`src/hdl/markup_tag_stripper_core_assert.svh`:
```
// Assertion macros shared by the tag stripper queue and back-end modules.
// Define NO_ASSERTIONS to compile them out.
`ifndef MARKUP_TAG_STRIPPER_CORE_ASSERT_SVH
`define MARKUP_TAG_STRIPPER_CORE_ASSERT_SVH

`ifndef NO_ASSERTIONS

// A property that must hold at every clock edge outside reset.
`define MTS_ASSERT(label, clk, rst_n, prop) \
  label: assert property (@(posedge clk) disable iff (!rst_n) (prop)) \
    else $error("mts assertion failed");

// An implication that must hold at every clock edge outside reset.
`define MTS_ASSERT_IMP(label, clk, rst_n, ante, cons) \
  label: assert property (@(posedge clk) disable iff (!rst_n) (ante) |-> (cons)) \
    else $error("mts assertion failed");

`else

`define MTS_ASSERT(label, clk, rst_n, prop)
`define MTS_ASSERT_IMP(label, clk, rst_n, ante, cons)

`endif

`endif

```
`src/hdl/mts_pkg.sv`:
```
package mts_pkg;

  // Largest number of output characters one input item can cause.
  localparam int unsigned MaxRun  = 6;
  localparam int unsigned RunCntW = 3;

  // One input item.
  typedef struct packed {
    logic [7:0] text_byte;
    logic       byte_present;
    logic       end_of_text;
  } in_item_t;

  // One result item.
  typedef struct packed {
    logic [7:0] out_char;
    logic       char_valid;
    logic       text_done;
    logic       last_of_run;
  } out_item_t;

  // All characters caused by one input item, handed from front to back.
  typedef struct packed {
    logic [MaxRun-1:0][7:0] chars;
    logic [RunCntW-1:0]     count;
    logic                   char_valid;
    logic                   done;
  } run_t;

  // Entity index order: lt, gt, amp, quot.
  function automatic logic [7:0] ent_letter(input logic [1:0] ent, input logic [1:0] pos);
    logic [7:0] ch;
    ch = 8'h00;
    unique case ({ent, pos})
      4'b00_00: ch = "l";
      4'b00_01: ch = "t";
      4'b01_00: ch = "g";
      4'b01_01: ch = "t";
      4'b10_00: ch = "a";
      4'b10_01: ch = "m";
      4'b10_10: ch = "p";
      4'b11_00: ch = "q";
      4'b11_01: ch = "u";
      4'b11_10: ch = "o";
      4'b11_11: ch = "t";
      default:  ch = 8'h00;
    endcase
    return ch;
  endfunction

  function automatic logic [2:0] ent_len(input logic [1:0] ent);
    logic [2:0] len;
    unique case (ent)
      2'd0:    len = 3'd2;
      2'd1:    len = 3'd2;
      2'd2:    len = 3'd3;
      default: len = 3'd4;
    endcase
    return len;
  endfunction

  function automatic logic [7:0] ent_char(input logic [1:0] ent);
    logic [7:0] ch;
    unique case (ent)
      2'd0:    ch = "<";
      2'd1:    ch = ">";
      2'd2:    ch = "&";
      default: ch = 8'h22;
    endcase
    return ch;
  endfunction

  // Letters of the break tag after the opening bracket.
  function automatic logic [7:0] brk_letter(input logic [1:0] pos);
    logic [7:0] ch;
    unique case (pos)
      2'd0:    ch = "b";
      2'd1:    ch = "r";
      2'd2:    ch = "/";
      default: ch = 8'h00;
    endcase
    return ch;
  endfunction

  // Lower-case fold of ASCII capitals.
  function automatic logic [7:0] fold(input logic [7:0] c);
    return (c >= "A" && c <= "Z") ? c + 8'd32 : c;
  endfunction

endpackage

```
`src/hdl/markup_tag_stripper_core.sv`:
```
// Markup tag stripper for subtitle text.
// Input channel (in_valid_i / in_stall_o / in_item_i): one text byte per item,
// with byte_present and end_of_text flags. Output channel (out_valid_o /
// out_stall_i / out_item_o): one plain text byte per item, with flags for the
// last result of an input item and the final result of the string.
// A front parser takes one input item per cycle while the run queue is not
// full, strips tags, decodes the four entities and hands the characters each
// byte causes to a run queue of QueueDepth entries. A back serializer drains
// that queue one result per cycle through an output register while the
// receiver does not stall. A byte's first result passes through the queue and
// then the output register. Throughput is one input item per cycle while each
// causes at most one result and the receiver does not stall; a broken entity
// causes up to six results; the queue absorbs them while the front accepts.
// in_stall_o rises only when the run queue is full. When the receiver stalls,
// the output item holds and the queue fills behind it.
// Reset returns the parser to normal text mode and empties the queue and the
// output register.
module markup_tag_stripper_core #(
  parameter int unsigned QueueDepth = 4
) (
  input  logic               clk_i,
  input  logic               rst_ni,
  input  logic               in_valid_i,
  output logic               in_stall_o,
  input  mts_pkg::in_item_t  in_item_i,
  output logic               out_valid_o,
  input  logic               out_stall_i,
  output mts_pkg::out_item_t out_item_o
);
  import mts_pkg::*;

  logic  accept;
  logic  push;
  run_t  push_run;
  logic  full;
  logic  empty;
  logic  pop;
  run_t  head;

  assign accept     = in_valid_i && !full;
  assign in_stall_o = full;

  mts_front u_front (
    .clk_i    (clk_i),
    .rst_ni   (rst_ni),
    .accept_i (accept),
    .item_i   (in_item_i),
    .push_o   (push),
    .run_o    (push_run)
  );

  mts_queue #(
    .Depth (QueueDepth)
  ) u_queue (
    .clk_i       (clk_i),
    .rst_ni      (rst_ni),
    .push_i      (push),
    .push_data_i (push_run),
    .full_o      (full),
    .pop_i       (pop),
    .empty_o     (empty),
    .head_o      (head)
  );

  mts_back u_back (
    .clk_i        (clk_i),
    .rst_ni       (rst_ni),
    .head_valid_i (!empty),
    .head_i       (head),
    .pop_o        (pop),
    .out_valid_o  (out_valid_o),
    .out_stall_i  (out_stall_i),
    .out_item_o   (out_item_o)
  );

endmodule

```
`src/hdl/mts_front.sv`:
```
module mts_front (
  input  logic             clk_i,
  input  logic             rst_ni,
  input  logic             accept_i,
  input  mts_pkg::in_item_t item_i,
  output logic             push_o,
  output mts_pkg::run_t    run_o
);
  import mts_pkg::*;

  localparam logic [1:0] MODE_NORMAL = 2'd0;
  localparam logic [1:0] MODE_TAG    = 2'd1;
  localparam logic [1:0] MODE_ENTITY = 2'd2;

  logic [1:0] mode_q, mode_d;
  logic [2:0] tpos_q, tpos_d;
  logic       tbrk_q, tbrk_d;
  logic [3:0] cand_q, cand_d;
  logic [2:0] hcnt_q, hcnt_d;
  logic [3:0][7:0] held_q, held_d;

  logic [MaxRun-1:0][7:0] chars;
  logic [RunCntW-1:0]     n;
  logic                   run_valid;

  // Parse one item: update the parse state and collect the characters it causes.
  always_comb begin
    logic [7:0] c;
    logic [7:0] lc;
    logic       do_normal;
    logic       do_flush;
    logic       term_hit;
    logic [3:0] nxt;

    mode_d    = mode_q;
    tpos_d    = tpos_q;
    tbrk_d    = tbrk_q;
    cand_d    = cand_q;
    hcnt_d    = hcnt_q;
    held_d    = held_q;
    chars     = '0;
    n         = '0;
    run_valid = 1'b1;
    c         = item_i.text_byte;
    lc        = fold(c);
    do_normal = 1'b0;
    do_flush  = 1'b0;
    term_hit  = 1'b0;
    nxt       = '0;

    if (item_i.byte_present) begin
      unique case (mode_q)
        MODE_TAG: begin
          if (c == ">") begin
            if (tbrk_q && tpos_q == 3'd3) begin
              chars[n] = 8'h0A;
              n = n + 3'd1;
            end
            mode_d = MODE_NORMAL;
            tpos_d = '0;
            tbrk_d = 1'b1;
          end else if (tpos_q < 3'd3 && lc == brk_letter(tpos_q[1:0])) begin
            tpos_d = tpos_q + 3'd1;
          end else begin
            tbrk_d = 1'b0;
          end
        end
        MODE_ENTITY: begin
          // A terminator closes the first entity whose whole name was held.
          for (int i = 0; i < 4; i++) begin
            if (!term_hit && cand_q[i] && hcnt_q == ent_len(2'(i)) && c == ";") begin
              term_hit = 1'b1;
              chars[n] = ent_char(2'(i));
              n = n + 3'd1;
            end
          end
          for (int i = 0; i < 4; i++) begin
            if (cand_q[i] && hcnt_q < ent_len(2'(i)) &&
                ent_letter(2'(i), hcnt_q[1:0]) == lc) begin
              nxt[i] = 1'b1;
            end
          end
          if (term_hit) begin
            mode_d = MODE_NORMAL;
            tpos_d = '0;
            tbrk_d = 1'b1;
            cand_d = '0;
            hcnt_d = '0;
          end else if (nxt != 4'd0 && hcnt_q < 3'd4) begin
            held_d[hcnt_q[1:0]] = c;
            hcnt_d = hcnt_q + 3'd1;
            cand_d = nxt;
          end else begin
            do_flush  = 1'b1;
            do_normal = 1'b1;
          end
        end
        default: begin
          do_normal = 1'b1;
        end
      endcase
    end

    // A broken entity replays the ampersand and its held letters.
    if (do_flush) begin
      chars[n] = "&";
      n = n + 3'd1;
      for (int i = 0; i < 4; i++) begin
        if (i < int'(hcnt_q)) begin
          chars[n] = held_q[i[1:0]];
          n = n + 3'd1;
        end
      end
      mode_d = MODE_NORMAL;
      tpos_d = '0;
      tbrk_d = 1'b1;
      cand_d = '0;
      hcnt_d = '0;
    end

    // Byte seen in normal text, also the byte that broke an entity.
    if (do_normal) begin
      if (c == "<") begin
        mode_d = MODE_TAG;
        tpos_d = '0;
        tbrk_d = 1'b1;
      end else if (c == "&") begin
        mode_d = MODE_ENTITY;
        cand_d = 4'hF;
        hcnt_d = '0;
      end else begin
        chars[n] = c;
        n = n + 3'd1;
      end
    end

    // End of text flushes a pending entity and returns to the reset state.
    if (item_i.end_of_text) begin
      if (mode_d == MODE_ENTITY) begin
        if (n < RunCntW'(MaxRun)) begin
          chars[n] = "&";
          n = n + 3'd1;
        end
        for (int i = 0; i < 4; i++) begin
          if (i < int'(hcnt_d) && n < RunCntW'(MaxRun)) begin
            chars[n] = held_d[i[1:0]];
            n = n + 3'd1;
          end
        end
      end
      mode_d = MODE_NORMAL;
      tpos_d = '0;
      tbrk_d = 1'b1;
      cand_d = '0;
      hcnt_d = '0;
      if (n == '0) begin
        n         = 3'd1;
        run_valid = 1'b0;
      end
    end
  end

  // Parse state registers.
  always_ff @(posedge clk_i or negedge rst_ni) begin
    if (!rst_ni) begin
      mode_q <= MODE_NORMAL;
      tpos_q <= '0;
      tbrk_q <= 1'b1;
      cand_q <= '0;
      hcnt_q <= '0;
    end else if (accept_i) begin
      mode_q <= mode_d;
      tpos_q <= tpos_d;
      tbrk_q <= tbrk_d;
      cand_q <= cand_d;
      hcnt_q <= hcnt_d;
    end
  end

  // Held entity letters carry no reset; each is read only after it is written.
  always_ff @(posedge clk_i) begin
    if (accept_i) begin
      held_q <= held_d;
    end
  end

  assign push_o           = accept_i && (n != '0);
  assign run_o.chars      = chars;
  assign run_o.count      = n;
  assign run_o.char_valid = run_valid;
  assign run_o.done       = item_i.end_of_text;

endmodule

```
`src/hdl/mts_queue.sv`:
```
`include "markup_tag_stripper_core_assert.svh"

module mts_queue #(
  parameter int unsigned Depth = 4
) (
  input  logic          clk_i,
  input  logic          rst_ni,
  input  logic          push_i,
  input  mts_pkg::run_t push_data_i,
  output logic          full_o,
  input  logic          pop_i,
  output logic          empty_o,
  output mts_pkg::run_t head_o
);
  import mts_pkg::*;

  localparam int unsigned PtrW = (Depth > 1) ? $clog2(Depth) : 1;
  localparam int unsigned CntW = $clog2(Depth + 1);

  run_t            mem_q [Depth];
  logic [PtrW-1:0] wr_ptr_q, wr_ptr_d;
  logic [PtrW-1:0] rd_ptr_q, rd_ptr_d;
  logic [CntW-1:0] count_q, count_d;

  // Pointer wrap and fill count.
  always_comb begin
    wr_ptr_d = wr_ptr_q;
    rd_ptr_d = rd_ptr_q;
    count_d  = count_q;
    if (push_i) begin
      wr_ptr_d = (wr_ptr_q == PtrW'(Depth - 1)) ? '0 : wr_ptr_q + PtrW'(1);
    end
    if (pop_i) begin
      rd_ptr_d = (rd_ptr_q == PtrW'(Depth - 1)) ? '0 : rd_ptr_q + PtrW'(1);
    end
    if (push_i && !pop_i) begin
      count_d = count_q + CntW'(1);
    end else if (pop_i && !push_i) begin
      count_d = count_q - CntW'(1);
    end
  end

  always_ff @(posedge clk_i or negedge rst_ni) begin
    if (!rst_ni) begin
      wr_ptr_q <= '0;
      rd_ptr_q <= '0;
      count_q  <= '0;
    end else begin
      wr_ptr_q <= wr_ptr_d;
      rd_ptr_q <= rd_ptr_d;
      count_q  <= count_d;
    end
  end

  // Run storage.
  always_ff @(posedge clk_i) begin
    if (push_i) begin
      mem_q[wr_ptr_q] <= push_data_i;
    end
  end

  assign full_o  = (count_q == CntW'(Depth));
  assign empty_o = (count_q == '0);
  assign head_o  = mem_q[rd_ptr_q];

  `MTS_ASSERT_IMP(a_no_overflow, clk_i, rst_ni, push_i, !full_o)
  `MTS_ASSERT_IMP(a_no_underflow, clk_i, rst_ni, pop_i, !empty_o)
  `MTS_ASSERT(a_count_bound, clk_i, rst_ni, count_q <= CntW'(Depth))

endmodule

```
`src/hdl/mts_back.sv`:
```
`include "markup_tag_stripper_core_assert.svh"

module mts_back (
  input  logic              clk_i,
  input  logic              rst_ni,
  input  logic              head_valid_i,
  input  mts_pkg::run_t     head_i,
  output logic              pop_o,
  output logic              out_valid_o,
  input  logic              out_stall_i,
  output mts_pkg::out_item_t out_item_o
);
  import mts_pkg::*;

  logic [RunCntW-1:0] idx_q, idx_d;
  logic               out_valid_q, out_valid_d;
  out_item_t          out_q;
  logic               load;
  logic               last;

  // Load the output register whenever a run is queued and it is empty or being taken.
  assign load  = head_valid_i && (!out_valid_q || !out_stall_i);
  assign last  = (idx_q == head_i.count - RunCntW'(1));
  assign pop_o = load && last;

  always_comb begin
    idx_d       = idx_q;
    out_valid_d = out_valid_q;
    if (load) begin
      idx_d       = last ? '0 : idx_q + RunCntW'(1);
      out_valid_d = 1'b1;
    end else if (!out_stall_i) begin
      out_valid_d = 1'b0;
    end
  end

  always_ff @(posedge clk_i or negedge rst_ni) begin
    if (!rst_ni) begin
      idx_q       <= '0;
      out_valid_q <= 1'b0;
    end else begin
      idx_q       <= idx_d;
      out_valid_q <= out_valid_d;
    end
  end

  // Output payload register.
  always_ff @(posedge clk_i) begin
    if (load) begin
      out_q.out_char    <= head_i.chars[idx_q];
      out_q.char_valid  <= head_i.char_valid;
      out_q.text_done   <= head_i.done && last;
      out_q.last_of_run <= last;
    end
  end

  assign out_valid_o = out_valid_q;
  assign out_item_o  = out_q;

  `MTS_ASSERT_IMP(a_head_nonempty, clk_i, rst_ni, head_valid_i, head_i.count != '0)
  `MTS_ASSERT_IMP(a_idx_in_run, clk_i, rst_ni, head_valid_i, idx_q < head_i.count)
  `MTS_ASSERT_IMP(a_idle_idx_zero, clk_i, rst_ni, !head_valid_i, idx_q == '0)

endmodule
```
`config.mk`:
```
export PLATFORM = sky130hd
export DESIGN_NAME = markup_tag_stripper_core
export DESIGN_NICKNAME = d
export VERILOG_FILES = /design/src/hdl/mts_pkg.sv /design/src/hdl/markup_tag_stripper_core.sv /design/src/hdl/mts_front.sv /design/src/hdl/mts_queue.sv /design/src/hdl/mts_back.sv
export VERILOG_INCLUDE_DIRS = /design/src /design/src/hdl
export SDC_FILE = /design/constraint.sdc
export NUM_CORES = 1
export LEC_CHECK = 0
export BUFFER_PORTS_ARGS = -buffer_cell sky130_fd_sc_hd__buf_2
export CORE_UTILIZATION = 45
export CTS_CLUSTER_DIAMETER = 60
export DETAILED_ROUTE_END_ITERATION = 16
export GPL_TIMING_DRIVEN = 0
export SLEW_MARGIN = 20
export SYNTH_ARGS = -nofsm -noshare
export SYNTH_HDL_FRONTEND = slang
export SYNTH_SLANG_ARGS = --single-unit
```
`constraint.sdc`:
```
create_clock -name clk_i -period 33.8 [get_ports clk_i]
set_input_delay 1.69 -clock clk_i [delete_from_list [all_inputs] [get_ports clk_i]]
set_output_delay 1.69 -clock clk_i [all_outputs]
set_load 0.02 [all_outputs]
```
==> flow_metrics.tcl <==
set metrics [dict create \
    final_area_um2 21400 \
    cts.htree.levels 2 \
    netlist_area_um2 19300 \
    most_common_cell_after_layout_fill_and_taps_aside "edfxtp_1" \
    rsz_0062_raised_after_global_routing "no" \
    design.die.area_um2 43800 \
    postSynthRegisterBits 279 \
    period_share_pct 56.3 \
    drt_pass1_iterations 5 \
    total_leakage_power_uw 0.00741 \
    drc_errors 0 \
    mostFrequentLayoutCells "edfxtp_1 (255), nand2_1 (187), nor2_1 (141), a21oi_1 (118), o21ai_0 (103)" \
    slew-limit-headroom_pct 19.1 \
    worst-endpoint-required_ps 34260 \
    p_total_uw 1380 \
    die_width_um 209 \
    slew_violations 0 \
    grt_antenna_before_repair 1 \
    yosysWarningCount 0 \
    skew_ps 23.0 \
    synth.lib_cells_used.distinct 108 \
    ios 27 \
    coreArea_um2 42100 \
    cts_hold_buffers 0 \
    flow.area_growth_from_synthesis_pct 10.8 \
    criticalPathCategory "input pin to flop" \
    grt_start_max_net_pins 42 \
    clkSinkCount 279 \
    cts_root_buffer "clkbuf_16" \
    antenna_cells 0 \
    synth.yosys.seq_area_share_pct 42.7 \
    nNetsFinal 2005 \
    worstSetupEndpointType "flop" \
    drtIter0Drc 2008 \
    postRouteWirelength_um 77800 \
    ir_worst_vdd_mv 0.0395 \
    detail-route-antenna-nets 0 \
    routed-via-count 17100 \
    syn_nets 1936 \
    timing.setup.tns_ps 0 \
    dp_hpwl_um 59500 \
    most_frequent_cell_on_critical_path "ha_1" \
    post-route-util_pct 50.8 \
    syn_avg_cell_area_um2 10.3 \
    clkLatencyLatePin_ps 560 \
    cp-start-kind "input pin" \
    first_global_vias 16500 \
    fmax_mhz 52.6 \
    count_of_input_and_output_buffers 25 \
    r2r_setup_slack_ps 15540 \
    starting_density_of_the_core_pct 45.9 \
    tritoncts_buffers 35 \
    reg2regPathDepth 65 \
    timing.hold.worst.class "flop to flop" \
    postCtsResizedCells 0 \
    hold_path_end "u_queue.count_q[2]" \
    drv.max_cap_violation_count 0 \
    synth_async_sr_flop_share_pct 8.60 \
    slowest_delay_ps 640 \
    first_pass_grt_wire_length_um 112000 \
    cts-root-to-sink-buffers 3 \
    min-delay-start "u_queue.count_q[2]" \
    rr_endpoint "u_queue.count_q[2]" \
    overflow 0 \
    die_y_um 209 \
    whs_path_depth 1 \
    synth_edf_count 255 \
    synth-main-ff-cell "edfxtp_1" \
    power_density_nw_per_um2 64.4 \
    finalSetupViolations 0 \
    worst_ep_arrival_time_ps 19480 \
    finalCriticalPeriod_ps 19020 \
    clkTransAtPathRegs_ps 50 \
    gp_congestion 1.07 \
    count_of_final_hold_check_violations 0 \
    crit_fanout 10 \
    grt_overall_usage_pct 35.6 \
    tritoncts "yes" \
    worstMarginPinSlew_ps 1180 \
    post-cts-setup-buffer-count 0 \
    cell_with_the_biggest_individual_delay_on_the_critical_path "a221oi_2" \
    run_status "finished, final reports clean" \
    placement_rows 75 \
    fillerInstances 3885 \
    crit-reg2reg-launch "u_front.hcnt_q[0]" \
    combined_area_of_the_multi_input_logic_cells_um2 10400 \
    area.sequential_um2 8260 \
    drt-vias-per-instance 6.79 \
    synthCells 1882 \
    drive_above_1_share_pct 13.2 \
    routedWlPerCell_um 30.9 \
    placedInstanceArea_um2 20300 \
]
==> how the worst max path moves through the flow <==
| stage | from | end | slack, ps | cells past startpoint |
|---|---|---|---|---|
| after floorplan | in_item_i[7] | u_queue.mem_q[0][0] | 17820 | 62 |
| after global placement | in_item_i[7] | u_queue.mem_q[0][43] | 13410 | 62 |
| after detailed placement | in_item_i[7] | u_queue.count_q[2] | 14770 | 67 |
| after CTS | in_item_i[7] | u_queue.count_q[2] | 15250 | 67 |
| after global routing | in_item_i[7] | u_queue.count_q[2] | 14030 | 67 |
| final | in_item_i[7] | u_queue.count_q[2] | 14780 | 67 |
==> through the flow <==
stage / setup slack [ps] / std cells / hold slack [ps]
final: 14780 / 2515 / 488
after global routing: 14030 / 2515 / 526
after CTS: 15250 / 2515 / 494
after detailed placement: 14770 / 2453 / 486
after global placement: 13410 / 2446 / 472
after floorplan: 17820 / 1882 / 453
==> state kept, by name, indices dropped and copies added (netlist names) <==
name and flops:
u_back.idx_q 3, u_back.out_item_o 11, u_back.out_valid_o 1, u_front.cand_q 4, u_front.hcnt_q 3, u_front.held_q 32
u_front.mode_q 2, u_front.tbrk_q 1, u_front.tpos_q 3, u_queue.count_q 3, u_queue.mem_q 212, u_queue.rd_ptr_q 2
u_queue.wr_ptr_q 2
==> kinds of logic (layout without fill, tap and decap cells) <==
| family | after synthesis | after routing | synth area share [%] |
|---|---|---|---|
| flops | 279 | 279 | 42.7 |
| mux | 143 | 143 | 11.6 |
| simple gates | 625 | 625 | 16.2 |
| buf+inv | 172 | 266 | 3.54 |
| compound gates | 586 | 586 | 21.1 |
| fa+ha+maj | 40 | 40 | 2.67 |
| xor+xnor | 37 | 37 | 2.20 |
==> Yosys cell counts (30+ instances only) <==
cell type | number | area [µm²]
edfxtp_1 | 255 | 7660
nand2_1 | 187 | 702
nor2_1 | 141 | 529
a21oi_1 | 119 | 596
o21ai_0 | 103 | 515
clkbuf_1 | 87 | 327
nor3_1 | 62 | 310
mux4_2 | 61 | 1370
inv_1 | 53 | 199
nand3_1 | 49 | 245
mux2i_1 | 47 | 470
o22ai_1 | 41 | 257
ha_1 | 38 | 475
a211oi_1 | 37 | 278
a31oi_1 | 36 | 225
mux2_2 | 30 | 338
==> layout make-up <==
cell class	count	area share, %
multi-input cells	1431	48.7
flip-flops and latches	279	38.6
clock buffers	42	4.31
well taps	539	3.15
plain buffers	115	2.20
repair buffers	32	1.16
inverters	57	0.999
clock inverters	20	0.871
==> critical path: cells and delay by family <==
family / cells / cell delay [ps]
and+or+nand+nor: 22 / 4820
buffers and inverters: 17 / 4560
adders and majority gates: 12 / 3750
AOI/OAI and AO/OA: 12 / 3740
xor gates and xnor gates: 3 / 540
muxes: 1 / 320
==> metal layers <==
layer  global-route usage [%]  up-vias  part of all wire (%)
met5                        0        -                     0
met4                     23.1        0                   7.1
met3                     5.28      252                   6.6
met2                     59.0      922                    47
met1                     43.5     8356                    39
li1                         -     7544                     -
==> report_power, final <==
part	switching [µW]	internal (µW)	total, µW
registers	45.5	453	498
logic	323	194	517
clock network	150	213	363
total	518	860	1380
(Power assumes the default switching activity.)
